===== config.mk =====
export PLATFORM = sky130hd
export DESIGN_NAME = adpcm_frame_decoder_core_flat
export DESIGN_NICKNAME = d
export VERILOG_FILES = /design/src/hw/rtl/afd_pkg.sv /design/src/hw/rtl/afd_ifs.sv /design/src/hw/rtl/afd_fifo.sv /design/src/hw/rtl/afd_front.sv /design/src/hw/rtl/afd_back.sv /design/src/hw/rtl/adpcm_frame_decoder_core.sv /design/src/flat_wrapper.sv
export VERILOG_INCLUDE_DIRS = /design/src /design/src/hw/rtl
export SDC_FILE = /design/constraint.sdc
export NUM_CORES = 2
export LEC_CHECK = 0
export BUFFER_PORTS_ARGS = -buffer_cell sky130_fd_sc_hd__buf_4
export CORE_ASPECT_RATIO = 1.1
export CORE_MARGIN = 10
export CORE_UTILIZATION = 24
export DETAILED_ROUTE_END_ITERATION = 7
export GPL_ROUTABILITY_DRIVEN = 0
export PLACE_DENSITY = 0.39
export RECOVER_POWER = 50
export SYNTH_ARGS = -nofsm -noshare
export SYNTH_HDL_FRONTEND = slang
export SYNTH_SLANG_ARGS = --single-unit

===== constraint.sdc =====
create_clock -name clock -period 37.8 [get_ports clock]
set_clock_uncertainty 0.05 [all_clocks]
set_input_delay 5.67 -clock clock [delete_from_list [all_inputs] [get_ports clock]]
set_output_delay 5.67 -clock clock [all_outputs]
set_load 0.03 [all_outputs]

===== src/hw/rtl/adpcm_frame_decoder_core_defines.svh =====
// Assertion macros shared by the decoder RTL files.
`ifndef ADPCM_FRAME_DECODER_CORE_DEFINES_SVH
`define ADPCM_FRAME_DECODER_CORE_DEFINES_SVH

`ifndef ASSERT_OFF

// Property checked on every clock edge outside reset.
`define AFD_ASSERT(lbl, prop) \
   lbl: assert property (@(posedge clock) disable iff (reset) prop) \
      else $error("afd assertion failed");

// Condition that must never hold outside reset.
`define AFD_ASSERT_NEVER(lbl, cond) \
   lbl: assert property (@(posedge clock) disable iff (reset) !(cond)) \
      else $error("afd forbidden condition seen");

`else

`define AFD_ASSERT(lbl, prop)
`define AFD_ASSERT_NEVER(lbl, cond)

`endif

`endif


===== src/hw/rtl/afd_pkg.sv =====
// Types and constants for the ADPCM frame decoder.
package afd_pkg;

   localparam int NumPairs       = 8;
   localparam int PairIdxW       = 3;
   localparam int FrameDataBytes = 7;
   localparam int ScaleBias      = 11;
   localparam int RoundBias      = 1024;
   localparam int SampleMin      = -32768;
   localparam int SampleMax      = 32767;
   localparam int AccW           = 34;

   // Command codes on the request channel.
   localparam logic CMD_STREAM = 1'b0;
   localparam logic CMD_LOAD   = 1'b1;

   typedef enum logic {
      OP_DATA = 1'b0,
      OP_LOAD = 1'b1
   } afd_op_kind_type;

   // One queued operation for the back end.
   typedef struct packed {
      afd_op_kind_type       kind;
      logic [7:0]            byte_val;
      logic [3:0]            scale;
      logic [PairIdxW-1:0]   pair;
      logic                  bad;
      logic [15:0]           hist_newer;
      logic [15:0]           hist_older;
   } afd_op_type;

   // Queue status seen by the back end.
   typedef struct packed {
      logic       empty;
      afd_op_type head;
   } afd_q_status_type;

endpackage


===== src/hw/rtl/afd_ifs.sv =====
// Channel interfaces: request, response and register write.
interface afd_req_if
   import afd_pkg::*;
();
   logic               valid;
   logic               ready;
   logic               command;
   logic [7:0]         byte_in;
   logic signed [15:0] start_newer;
   logic signed [15:0] start_older;

   modport source (output valid, command, byte_in, start_newer, start_older, input ready);
   modport sink   (input valid, command, byte_in, start_newer, start_older, output ready);
endinterface

interface afd_rsp_if;
   logic               valid;
   logic               ready;
   logic signed [15:0] sample;
   logic               second_of_byte;
   logic               bad_pair;

   modport source (output valid, sample, second_of_byte, bad_pair, input ready);
   modport sink   (input valid, sample, second_of_byte, bad_pair, output ready);
endinterface

interface afd_csr_if
   import afd_pkg::*;
();
   logic                valid;
   logic                ready;
   logic [PairIdxW-1:0] index;
   logic [31:0]         data;

   modport source (output valid, index, data, input ready);
   modport sink   (input valid, index, data, output ready);
endinterface


===== src/hw/rtl/afd_fifo.sv =====
// Short operation queue between the front and back ends.
`include "adpcm_frame_decoder_core_defines.svh"

module afd_fifo
   import afd_pkg::*;
#(
   parameter int Depth = 2
) (
   input  logic             clock,
   input  logic             reset,
   input  logic             push,
   input  afd_op_type       push_op,
   output logic             full,
   input  logic             pop,
   output afd_q_status_type status
);

   localparam int PtrW = (Depth > 1) ? $clog2(Depth) : 1;
   localparam int CntW = $clog2(Depth + 1);
   localparam logic [PtrW-1:0] LastPtr = PtrW'(Depth - 1);
   localparam logic [CntW-1:0] FullCnt = CntW'(Depth);

   afd_op_type        slot_ff [Depth];
   logic [PtrW-1:0]   wr_ptr_ff, wr_ptr_in;
   logic [PtrW-1:0]   rd_ptr_ff, rd_ptr_in;
   logic [CntW-1:0]   count_ff, count_in;

   assign full         = (count_ff == FullCnt);
   assign status.empty = (count_ff == '0);
   assign status.head  = slot_ff[rd_ptr_ff];

   always_comb begin
      wr_ptr_in = wr_ptr_ff;
      rd_ptr_in = rd_ptr_ff;
      count_in  = count_ff;
      if (push) begin
         wr_ptr_in = (wr_ptr_ff == LastPtr) ? '0 : wr_ptr_ff + 1'b1;
      end
      if (pop) begin
         rd_ptr_in = (rd_ptr_ff == LastPtr) ? '0 : rd_ptr_ff + 1'b1;
      end
      if (push && !pop) begin
         count_in = count_ff + 1'b1;
      end else if (pop && !push) begin
         count_in = count_ff - 1'b1;
      end
   end

   always_ff @(posedge clock) begin
      if (reset) begin
         wr_ptr_ff <= '0;
         rd_ptr_ff <= '0;
         count_ff  <= '0;
      end else begin
         wr_ptr_ff <= wr_ptr_in;
         rd_ptr_ff <= rd_ptr_in;
         count_ff  <= count_in;
      end
   end

   always_ff @(posedge clock) begin
      if (push) begin
         slot_ff[wr_ptr_ff] <= push_op;
      end
   end

   `AFD_ASSERT_NEVER(a_fifo_overflow, push && full && !pop)
   `AFD_ASSERT_NEVER(a_fifo_underflow, pop && status.empty)
   `AFD_ASSERT(a_fifo_count_up, (push && !pop) |=> (count_ff == $past(count_ff) + 1'b1))

endmodule


===== src/hw/rtl/afd_front.sv =====
// Front end: accepts request items, decodes headers, queues work.
module afd_front
   import afd_pkg::*;
(
   input  logic        clock,
   input  logic        reset,
   afd_req_if.sink     req,
   input  logic        full,
   output logic        push,
   output afd_op_type  push_op
);

   logic [2:0] pos_ff, pos_in;
   logic [3:0] scale_ff, scale_in;
   logic [3:0] pair_ff, pair_in;
   logic       accept;

   assign req.ready = !full;
   assign accept    = req.valid && req.ready;

   always_comb begin
      pos_in   = pos_ff;
      scale_in = scale_ff;
      pair_in  = pair_ff;
      push     = 1'b0;

      push_op.kind       = OP_DATA;
      push_op.byte_val   = req.byte_in;
      push_op.scale      = scale_ff;
      push_op.pair       = pair_ff[PairIdxW-1:0];
      push_op.bad        = pair_ff[3];
      push_op.hist_newer = req.start_newer;
      push_op.hist_older = req.start_older;

      if (req.command == CMD_LOAD) begin
         push_op.kind = OP_LOAD;
      end

      if (accept) begin
         if (req.command == CMD_LOAD) begin
            push   = 1'b1;
            pos_in = '0;
         end else if (pos_ff == '0) begin
            // header: scale in low nibble, pair in high nibble
            scale_in = req.byte_in[3:0];
            pair_in  = req.byte_in[7:4];
            pos_in   = 3'd1;
         end else begin
            push   = 1'b1;
            pos_in = (pos_ff == 3'(FrameDataBytes)) ? '0 : pos_ff + 1'b1;
         end
      end
   end

   always_ff @(posedge clock) begin
      if (reset) begin
         pos_ff   <= '0;
         scale_ff <= '0;
         pair_ff  <= '0;
      end else begin
         pos_ff   <= pos_in;
         scale_ff <= scale_in;
         pair_ff  <= pair_in;
      end
   end

endmodule


===== src/hw/rtl/afd_back.sv =====
// Back end: predicts samples, keeps history, drives the response register.
`include "adpcm_frame_decoder_core_defines.svh"

module afd_back
   import afd_pkg::*;
(
   input  logic             clock,
   input  logic             reset,
   input  afd_q_status_type status,
   output logic             pop,
   input  logic [31:0]      coef_pairs [NumPairs],
   afd_rsp_if.source        rsp
);

   logic signed [15:0] hist_newer_ff, hist_newer_in;
   logic signed [15:0] hist_older_ff, hist_older_in;
   logic               nib_sel_ff, nib_sel_in;
   logic               rsp_valid_ff, rsp_valid_in;
   logic signed [15:0] sample_ff;
   logic               second_ff;
   logic               bad_ff;

   afd_op_type         head;
   logic               is_load;
   logic               out_free;
   logic               issue;
   logic [3:0]         nib;
   logic [31:0]        coef;
   logic signed [31:0] prod_n;
   logic signed [31:0] prod_o;
   logic signed [AccW-1:0] nib_ext;
   logic signed [AccW-1:0] scaled;
   logic signed [AccW-1:0] sum;
   logic signed [AccW-1:0] shifted;
   logic signed [15:0] sample_val;
   logic [4:0]         shamt;

   assign rsp.valid          = rsp_valid_ff;
   assign rsp.sample         = sample_ff;
   assign rsp.second_of_byte = second_ff;
   assign rsp.bad_pair       = bad_ff;

   always_comb begin
      head     = status.head;
      is_load  = (head.kind == OP_LOAD);
      out_free = !rsp_valid_ff || rsp.ready;
      issue    = !status.empty && !is_load && out_free;
      // a data op leaves the queue with its low-nibble sample
      pop      = !status.empty && (is_load || (out_free && nib_sel_ff));

      nib    = nib_sel_ff ? head.byte_val[3:0] : head.byte_val[7:4];
      coef   = head.bad ? '0 : coef_pairs[head.pair];
      prod_n = 32'($signed(coef[15:0])) * 32'(hist_newer_ff);
      prod_o = 32'($signed(coef[31:16])) * 32'(hist_older_ff);

      nib_ext = {{(AccW-4){nib[3]}}, nib};
      shamt   = {1'b0, head.scale} + 5'(ScaleBias);
      scaled  = nib_ext <<< shamt;
      sum     = scaled + {{(AccW-32){prod_n[31]}}, prod_n}
                       + {{(AccW-32){prod_o[31]}}, prod_o}
                       + AccW'(RoundBias);
      shifted = sum >>> ScaleBias;

      if (shifted < AccW'(SampleMin)) begin
         sample_val = 16'sh8000;
      end else if (shifted > AccW'(SampleMax)) begin
         sample_val = 16'sh7fff;
      end else begin
         sample_val = shifted[15:0];
      end

      hist_newer_in = hist_newer_ff;
      hist_older_in = hist_older_ff;
      if (!status.empty && is_load) begin
         hist_newer_in = head.hist_newer;
         hist_older_in = head.hist_older;
      end else if (issue) begin
         hist_older_in = hist_newer_ff;
         hist_newer_in = sample_val;
      end

      nib_sel_in   = issue ? !nib_sel_ff : nib_sel_ff;
      rsp_valid_in = issue ? 1'b1 : (rsp.ready ? 1'b0 : rsp_valid_ff);
   end

   always_ff @(posedge clock) begin
      if (reset) begin
         hist_newer_ff <= '0;
         hist_older_ff <= '0;
         nib_sel_ff    <= 1'b0;
         rsp_valid_ff  <= 1'b0;
      end else begin
         hist_newer_ff <= hist_newer_in;
         hist_older_ff <= hist_older_in;
         nib_sel_ff    <= nib_sel_in;
         rsp_valid_ff  <= rsp_valid_in;
      end
   end

   always_ff @(posedge clock) begin
      if (issue) begin
         sample_ff <= sample_val;
         second_ff <= nib_sel_ff;
         bad_ff    <= head.bad;
      end
   end

   `AFD_ASSERT_NEVER(a_data_pop_on_low, pop && !is_load && !nib_sel_ff)
   `AFD_ASSERT(a_hist_shift, issue |=> (hist_older_ff == $past(hist_newer_ff)))
   `AFD_ASSERT(a_low_then_high, (issue && nib_sel_ff) |=> !nib_sel_ff)

endmodule


===== src/hw/rtl/adpcm_frame_decoder_core.sv =====
// Top level of the 4-bit ADPCM frame decoder.
//
//  channel   dir  handshake     payload
//  req_ch    in   valid/ready   command, byte_in, start_newer, start_older
//  rsp_ch    out  valid/ready   sample, second_of_byte, bad_pair
//  csr_ch    in   valid/ready   index (coef pair 0..7), data (32 bit)
//
// The sample unit decodes a data byte one nibble at a time, high nibble first,
// feeding each sample back through the two 16x16 multipliers. Header items
// never reach the back end; load-history items only set the history. Results
// appear in the cycle after their computation, from the response register.
// Reset is synchronous, active high; it clears frame position, header,
// history, queue and coefficient registers. No clearing pass is needed.
// The front accepts items while the queue has room, so a stalled response
// side backs up through the queue before req_ch.ready drops.
`include "adpcm_frame_decoder_core_defines.svh"

module adpcm_frame_decoder_core
   import afd_pkg::*;
#(
   parameter int QueueDepth = 2
) (
   input  logic     clock,
   input  logic     reset,
   afd_req_if.sink  req_ch,
   afd_rsp_if.source rsp_ch,
   afd_csr_if.sink  csr_ch
);

   logic [31:0]      coef_pair_ff [NumPairs];
   logic             push;
   afd_op_type       push_op;
   logic             full;
   logic             pop;
   afd_q_status_type q_status;

   // Coefficient registers; writes are always taken.
   assign csr_ch.ready = 1'b1;

   always_ff @(posedge clock) begin
      if (reset) begin
         for (int i = 0; i < NumPairs; i++) begin
            coef_pair_ff[i] <= '0;
         end
      end else if (csr_ch.valid) begin
         coef_pair_ff[csr_ch.index] <= csr_ch.data;
      end
   end

   // Front: header decode and frame position.
   afd_front u_front (
      .clock   (clock),
      .reset   (reset),
      .req     (req_ch),
      .full    (full),
      .push    (push),
      .push_op (push_op)
   );

   // Queue decoupling the two sides.
   afd_fifo #(
      .Depth (QueueDepth)
   ) u_fifo (
      .clock   (clock),
      .reset   (reset),
      .push    (push),
      .push_op (push_op),
      .full    (full),
      .pop     (pop),
      .status  (q_status)
   );

   // Back: sample prediction and response register.
   afd_back u_back (
      .clock      (clock),
      .reset      (reset),
      .status     (q_status),
      .pop        (pop),
      .coef_pairs (coef_pair_ff),
      .rsp        (rsp_ch)
   );

   `AFD_ASSERT(a_csr_write, csr_ch.valid |=> (coef_pair_ff[$past(csr_ch.index)] == $past(csr_ch.data)))
   `AFD_ASSERT_NEVER(a_push_when_full, push && full && !pop)
   `AFD_ASSERT(a_ready_tracks_full, req_ch.ready == !full)

endmodule

===== src/flat_wrapper.sv =====
// flat-port wrapper written by rule: the top's interface ports become plain ports
module adpcm_frame_decoder_core_flat import afd_pkg::*;
#(
   parameter int QueueDepth = 2
)
  (clock, reset, req_ch_valid, req_ch_command, req_ch_byte_in, req_ch_start_newer, req_ch_start_older, req_ch_ready, rsp_ch_valid, rsp_ch_sample, rsp_ch_second_of_byte, rsp_ch_bad_pair, rsp_ch_ready, csr_ch_valid, csr_ch_index, csr_ch_data, csr_ch_ready);
  afd_req_if req_ch_i ();
  afd_rsp_if rsp_ch_i ();
  afd_csr_if csr_ch_i ();
  input  logic clock;
  input  logic reset;
  input wire logic [$bits(req_ch_i.valid)-1:0] req_ch_valid;
  input wire logic [$bits(req_ch_i.command)-1:0] req_ch_command;
  input wire logic [$bits(req_ch_i.byte_in)-1:0] req_ch_byte_in;
  input wire logic [$bits(req_ch_i.start_newer)-1:0] req_ch_start_newer;
  input wire logic [$bits(req_ch_i.start_older)-1:0] req_ch_start_older;
  output wire logic [$bits(req_ch_i.ready)-1:0] req_ch_ready;
  output wire logic [$bits(rsp_ch_i.valid)-1:0] rsp_ch_valid;
  output wire logic [$bits(rsp_ch_i.sample)-1:0] rsp_ch_sample;
  output wire logic [$bits(rsp_ch_i.second_of_byte)-1:0] rsp_ch_second_of_byte;
  output wire logic [$bits(rsp_ch_i.bad_pair)-1:0] rsp_ch_bad_pair;
  input wire logic [$bits(rsp_ch_i.ready)-1:0] rsp_ch_ready;
  input wire logic [$bits(csr_ch_i.valid)-1:0] csr_ch_valid;
  input wire logic [$bits(csr_ch_i.index)-1:0] csr_ch_index;
  input wire logic [$bits(csr_ch_i.data)-1:0] csr_ch_data;
  output wire logic [$bits(csr_ch_i.ready)-1:0] csr_ch_ready;
  assign req_ch_i.valid = req_ch_valid;
  assign req_ch_i.command = req_ch_command;
  assign req_ch_i.byte_in = req_ch_byte_in;
  assign req_ch_i.start_newer = req_ch_start_newer;
  assign req_ch_i.start_older = req_ch_start_older;
  assign req_ch_ready = req_ch_i.ready;
  assign rsp_ch_valid = rsp_ch_i.valid;
  assign rsp_ch_sample = rsp_ch_i.sample;
  assign rsp_ch_second_of_byte = rsp_ch_i.second_of_byte;
  assign rsp_ch_bad_pair = rsp_ch_i.bad_pair;
  assign rsp_ch_i.ready = rsp_ch_ready;
  assign csr_ch_i.valid = csr_ch_valid;
  assign csr_ch_i.index = csr_ch_index;
  assign csr_ch_i.data = csr_ch_data;
  assign csr_ch_ready = csr_ch_i.ready;
  adpcm_frame_decoder_core #(.QueueDepth(QueueDepth)) u_core (.clock(clock), .reset(reset), .req_ch(req_ch_i), .rsp_ch(rsp_ch_i), .csr_ch(csr_ch_i));
endmodule

; After elaboration in Yosys (flattened, before gate mapping)
; Memory sizes are Yosys's and may differ from the RTL's. A register that Yosys moved wholly into a read port is not among the register bits.
; Index checks and enable logic that the tools add are counted.
[word_totals]
memories = 1
ramBits = 98
ff_bits = 323
output_inout_bits = 21
[mem_list]
columns = memory, depth, width, read_ports, rd_ports_with_merged_regs, wr, line_no
row1 = u_core.u_fifo.slot_ff, 2, 49, 1, 1, 1, afd_fifo.sv:23  ; afd_op_type slot_ff [Depth];
[op_classes]
n_lt_le_gt_ge = 5
n_addsub = 9
n_mux = 31
n_bitwise = 3
reduce_logical = 24
n_eq_ne = 2
n_shift = 1
n_mul = 2
[ops]
columns = operator, count
row1 = $bwmux W256, 1
row2 = $mux W32, 4
row3 = $bmux W32 S3, 1
row4 = $demux W32 S3, 1
row5 = $mux W16, 6
row6 = $add A34 B34 Y34, 2
row7 = $mul A16 B16 Y32, 2
row8 = $add A34 B11 Y34 const B, 1
row9 = $sshl A4 B5 Y34, 1
row10 = $gt A23 B16 Y1 const B, 1
row11 = $lt A23 B16 Y1 const B, 1
row12 = $mux W1, 12
row13 = $logic_and A1 B1 Y1, 9
row14 = $mux W3, 3
row15 = $ge A4 B4 Y1 const B, 2
row16 = $not A3 Y4, 2
row17 = $logic_not A1 Y1, 7
row18 = $reduce_bool A2 Y1, 3
row19 = $add A4 B4 Y5 const B, 1
row20 = $lt A4 B1 Y1 const B, 1
row21 = $mux W2, 2
row22 = $mux W4, 1
row23 = $add A3 B1 Y3 const B, 1
row24 = $eq A3 B3 Y1 const B, 1
row25 = other kinds (9), 11

; Depth between registers and ports, before layout
[logic_depth]
word_depth = 14
depth_mapped = 50
depth_no_buf = 42

; Modules after synthesis
; Synthesis repeated with hierarchy kept, for this count alone.
[hier_totals]
cells_unflattened = 4146
hier_area_um2 = 41868.9
[by_module_without_submodules]
columns = mod, cells_per_inst, instances, area_each_um2, seq_area_each_um2
row1 = afd_back, 2963, 1, 27193.6, 1221.2
row2 = adpcm_frame_decoder_core, 908, 1, 10043.4, 5124.9
row3 = afd_fifo, 174, 1, 3739.8, 3042.9
row4 = afd_front, 101, 1, 892.1, 220.2

; Worst setup path after synthesis
; OpenSTA, ideal clock, no wires.
[synth_timing]
kind = register to register
start = register with a tool-made name
end = register u_core.u_back.hist_newer_ff[10]
setup_slack_ns = 25.835
required_time_ns = 37.674
setup_ns = 0.076
path_stages_with_launch = 49
path_buffers = 9
arrival_ns = 11.839
cell_sequence = dfxtp_1 buf_6 buf_2 mux2i_2 buf_2 buf_2 mux4_2 nand2_1 a21oi_1 buf_2 nand2_1 fa_1 inv_1 fa_1 fa_1 fa_1 fa_1 inv_1 [... 13 more ...] xor2_1 fa_1 inv_1 ha_1 ha_1 buf_2 nand3_1 a21boi_0 a311oi_2 a21bo_2 a2111o_1 nand3_1 nand4_1 o41a_1 or3_1 buf_2 buf_6 o22ai_1
[synth_rtl]
columns = item, line_no
row1 = to (signal assigned), afd_back.sv:93  ; hist_newer_ff <= hist_newer_in;
row2 = to (decl), afd_back.sv:15  ; logic signed [15:0] hist_newer_ff, hist_newer_in;

==> metrics <==
IO Port Bufs=100; HP Start=u_core.coef_pair_ff[223]; Final TNS setup=0 ns; TritonCTS clock tree=built; Synth top area share=27.9%; clk sink count=422; Synth Area in Compound Gates=under 10%; Post-CTS Hold Fix Bufs=0; Rows=156; Routed WL per cell=20.6 um; Async SR Flop Fraction=0%; Reg2Reg Depth=42; Static Leak=19.1 nW; register area share after synthesis=24.1%; total gr overflow=0; Synth-to-Final Area Change=11.5%; CP startpoint kind=register; Fill cells=17836; Peak VDD IR=0.0000492 V; Cell variety after synth=74; final hold vios=0; synth top area cells=fa_1 (28%), dfxtp_1 (15%), edfxtp_1 (8.7%), nand2_1 (8.2%), ha_1 (7.3%); largest family of logic cells by synthesized area=adder cells; clock root buffer=clkbuf_16; syn avg cell area=9.16 um^2; DRC errors left=0; xor-xnor portion of the synthesized cell area=2.33%; end-of-flow core utilization=a little over a quarter; Period minus WS final=14.51 ns; Critical Setup Path Class=register to register; final wirelength=roughly 140000 um; Synth top cells by count=nand2_1 (867), inv_1 (650), fa_1 (556), a21oi_1 (377), dfxtp_1 (306); Worst Tran Pin Value=5.13 ns; crit-path max FO=36; failing checks=capacitance limit, slew limit; #FFs+latches synth=roughly 420; PostCTS Resize Cnt=0; Hold Path Depth=2; share of cells above drive strength 1=7.25%; setup violators final=0; Clk Latency, worst-skew pair=just over 0.6 ns; Slew Limit Fails=328; Post-DP HPWL=99500 um; Die W=~410 um; worst r2r dst=u_core.u_back.hist_newer_ff[9]; largest net degree at the start of global routing=slightly above 90; CTS buffer count=47; Crit path required time=38.08 ns; Yosys warning count=0; CP dominant cell by count=fa_1; Synth Area in Simple Gates=15.8%; Post-CTS Setup Repair Bufs=0; Clock Tree Buf Depth=3; CP max-delay cell=dfxtp_1; initial core utilization=24.2%; Max Cap Viol=5; # H-tree levels=2; drt first pass iters=5; Vias=29357; Vias per Instance=4.45; Worst EP arrival=between 10 and 15 ns; Top FF cell, synth=dfxtp_1; RSZ-0062 raised after global routing=false; slowest stage delay, CP=1.08 ns; clk slew on worst S/H paths=0.06 ns; cell count after synthesis=4357; Power Dens Cells=46.1 nW/um^2; Synth area leader=fa_1; Die Height=448 um; max_slew headroom=-242%; die area=183000 um^2; Ports=just over 100; adder-cell area share of the yosys netlist=35.2%; Tcrit/Tclk final=38.4%; outcome=finished with violations; Total GRT Usage=14.7%; drt first-iter violations=between 1500 and 2000; Final #Nets=5217; f_max=68.9 MHz; total power=slightly above 2 mW; multiplexer area fraction after synthesis=5.25%; vias in the first global route=31182; number of synthesized flops with an enable pin=116; total core area=between 150000 and 200000 um^2; r2r setup slk=23.29 ns; remaining antenna violation count after routing=0; global-route wire length before repair=between 200000 and 250000 um; synthesized cell area=around 40000 um^2; Worst Hold Class=register to register; count leader, synth=nand2_1; CP endpoint kind=register; WHS Endpoint=u_core.coef_pair_ff[223]; initial antenna violation count=9
==> registers in the layout, indices dropped and copies added, names as in the netlist, named ones only <==
| register | flops |
|---|---|
| u_core.coef_pair_ff | 256 |
| u_core.u_fifo.slot_ff | 98 |
| u_core.u_back.hist_newer_ff | 16 |
| u_core.u_back.hist_older_ff | 16 |
| u_core.u_back.rsp.sample | 16 |
| u_core.u_front.pair_ff | 4 |
| u_core.u_front.scale_ff | 4 |
| u_core.u_front.pos_ff | 3 |
| u_core.u_fifo.count_ff | 2 |
| u_core.u_back.nib_sel_ff | 1 |
| u_core.u_back.rsp.bad_pair | 1 |
| u_core.u_back.rsp.second_of_byte | 1 |
| u_core.u_back.rsp.valid | 1 |
| u_core.u_fifo.rd_ptr_ff | 1 |
| u_core.u_fifo.wr_ptr_ff | 1 |
==> worst max-delay path: cells and delay by family, from the launching register on <==
family	cells	cell delay, ns
buffers and inverters	8	1.90
multiplexers	1	0.63
XOR/XNOR	2	0.82
adder cells (fa/ha/maj)	10	4.63
AO/OA/AOI/OAI	16	3.75
AND/OR/NAND/NOR	5	1.30
flip-flops	1	1.08
==> worst max-delay path by stage <==
stage / end / slack [ns]
2_1_floorplan: u_core.u_back.hist_newer_ff[10] / 25.83
3_3_place_gp: u_core.u_back.hist_newer_ff[13] / 24.11
3_5_place_dp: u_core.u_back.hist_newer_ff[13] / 23.93
4_1_cts: u_core.u_back.hist_newer_ff[9] / 23.91
5_1_grt: u_core.u_back.hist_newer_ff[9] / 22.49
6_report: u_core.u_back.hist_newer_ff[9] / 23.29
==> area by class of cell <==
cell class | instances | area, um^2 | share of cell area (%)
multi-input cells | 3042 | 27000 | 60.6
inverters | 651 | 2440 | 5.49
well taps | 2212 | 2770 | 6.22
diodes | 2 | 5.00 | 0.0112
repair buffers | 184 | 1220 | 2.75
clock inverters | 26 | 206 | 0.464
flip-flops and latches | 422 | 9610 | 21.6
clock buffers | 61 | 1280 | 2.88
==> layer usage <==
metal | part of all wire (%) | track usage [%]
met3 | 4.2 | 1.95
met4 | 2.9 | 3.95
met5 | 0.027 | 0
met1 | 44 | 19.2
met2 | 49 | 25.3
==> layout by cell type, fill, tap and decap left out, drive strengths merged, types with 30 or more instances in the layout <==
cell type and instances:
edfxtp 116, a21oi 378, o21ai 34, ha 232, xnor2 76, nand2 867, mux4 68, dfxtp 306
inv 652, nor2 177, xor2 30, fa 556, clkbuf 109, buf 136, mux2i 50, and2 270
==> metrics by stage <==
step	hold slack [ns]	cell area (um^2)	std cells	worst slack [ns]
2_1_floorplan	0.375	39900	4359	25.83
3_3_place_gp	0.383	43200	6511	24.11
3_5_place_dp	0.393	43200	6511	23.93
4_1_cts	0.402	44700	6598	23.91
5_1_grt	0.417	44500	6598	22.49
6_report	0.402	44500	6600	23.29
==> kinds of logic after synthesis <==
logic type,Yosys count
adders and majority gates,788
buffers and inverters,895
AOI/OAI and AO/OA,587
muxes,123
other,2
DFF,422
xor gates and xnor gates,106
and+or+nand+nor,1434
==> power breakdown <==
part	switching [mW]	internal, mW	leakage [nW]
Combinational	0.660	0.340	14.8
Sequential	0.0685	0.529	3.55
Clock	0.206	0.248	0.724
Total	0.934	1.12	19.1
(Power assumes the default switching activity.)
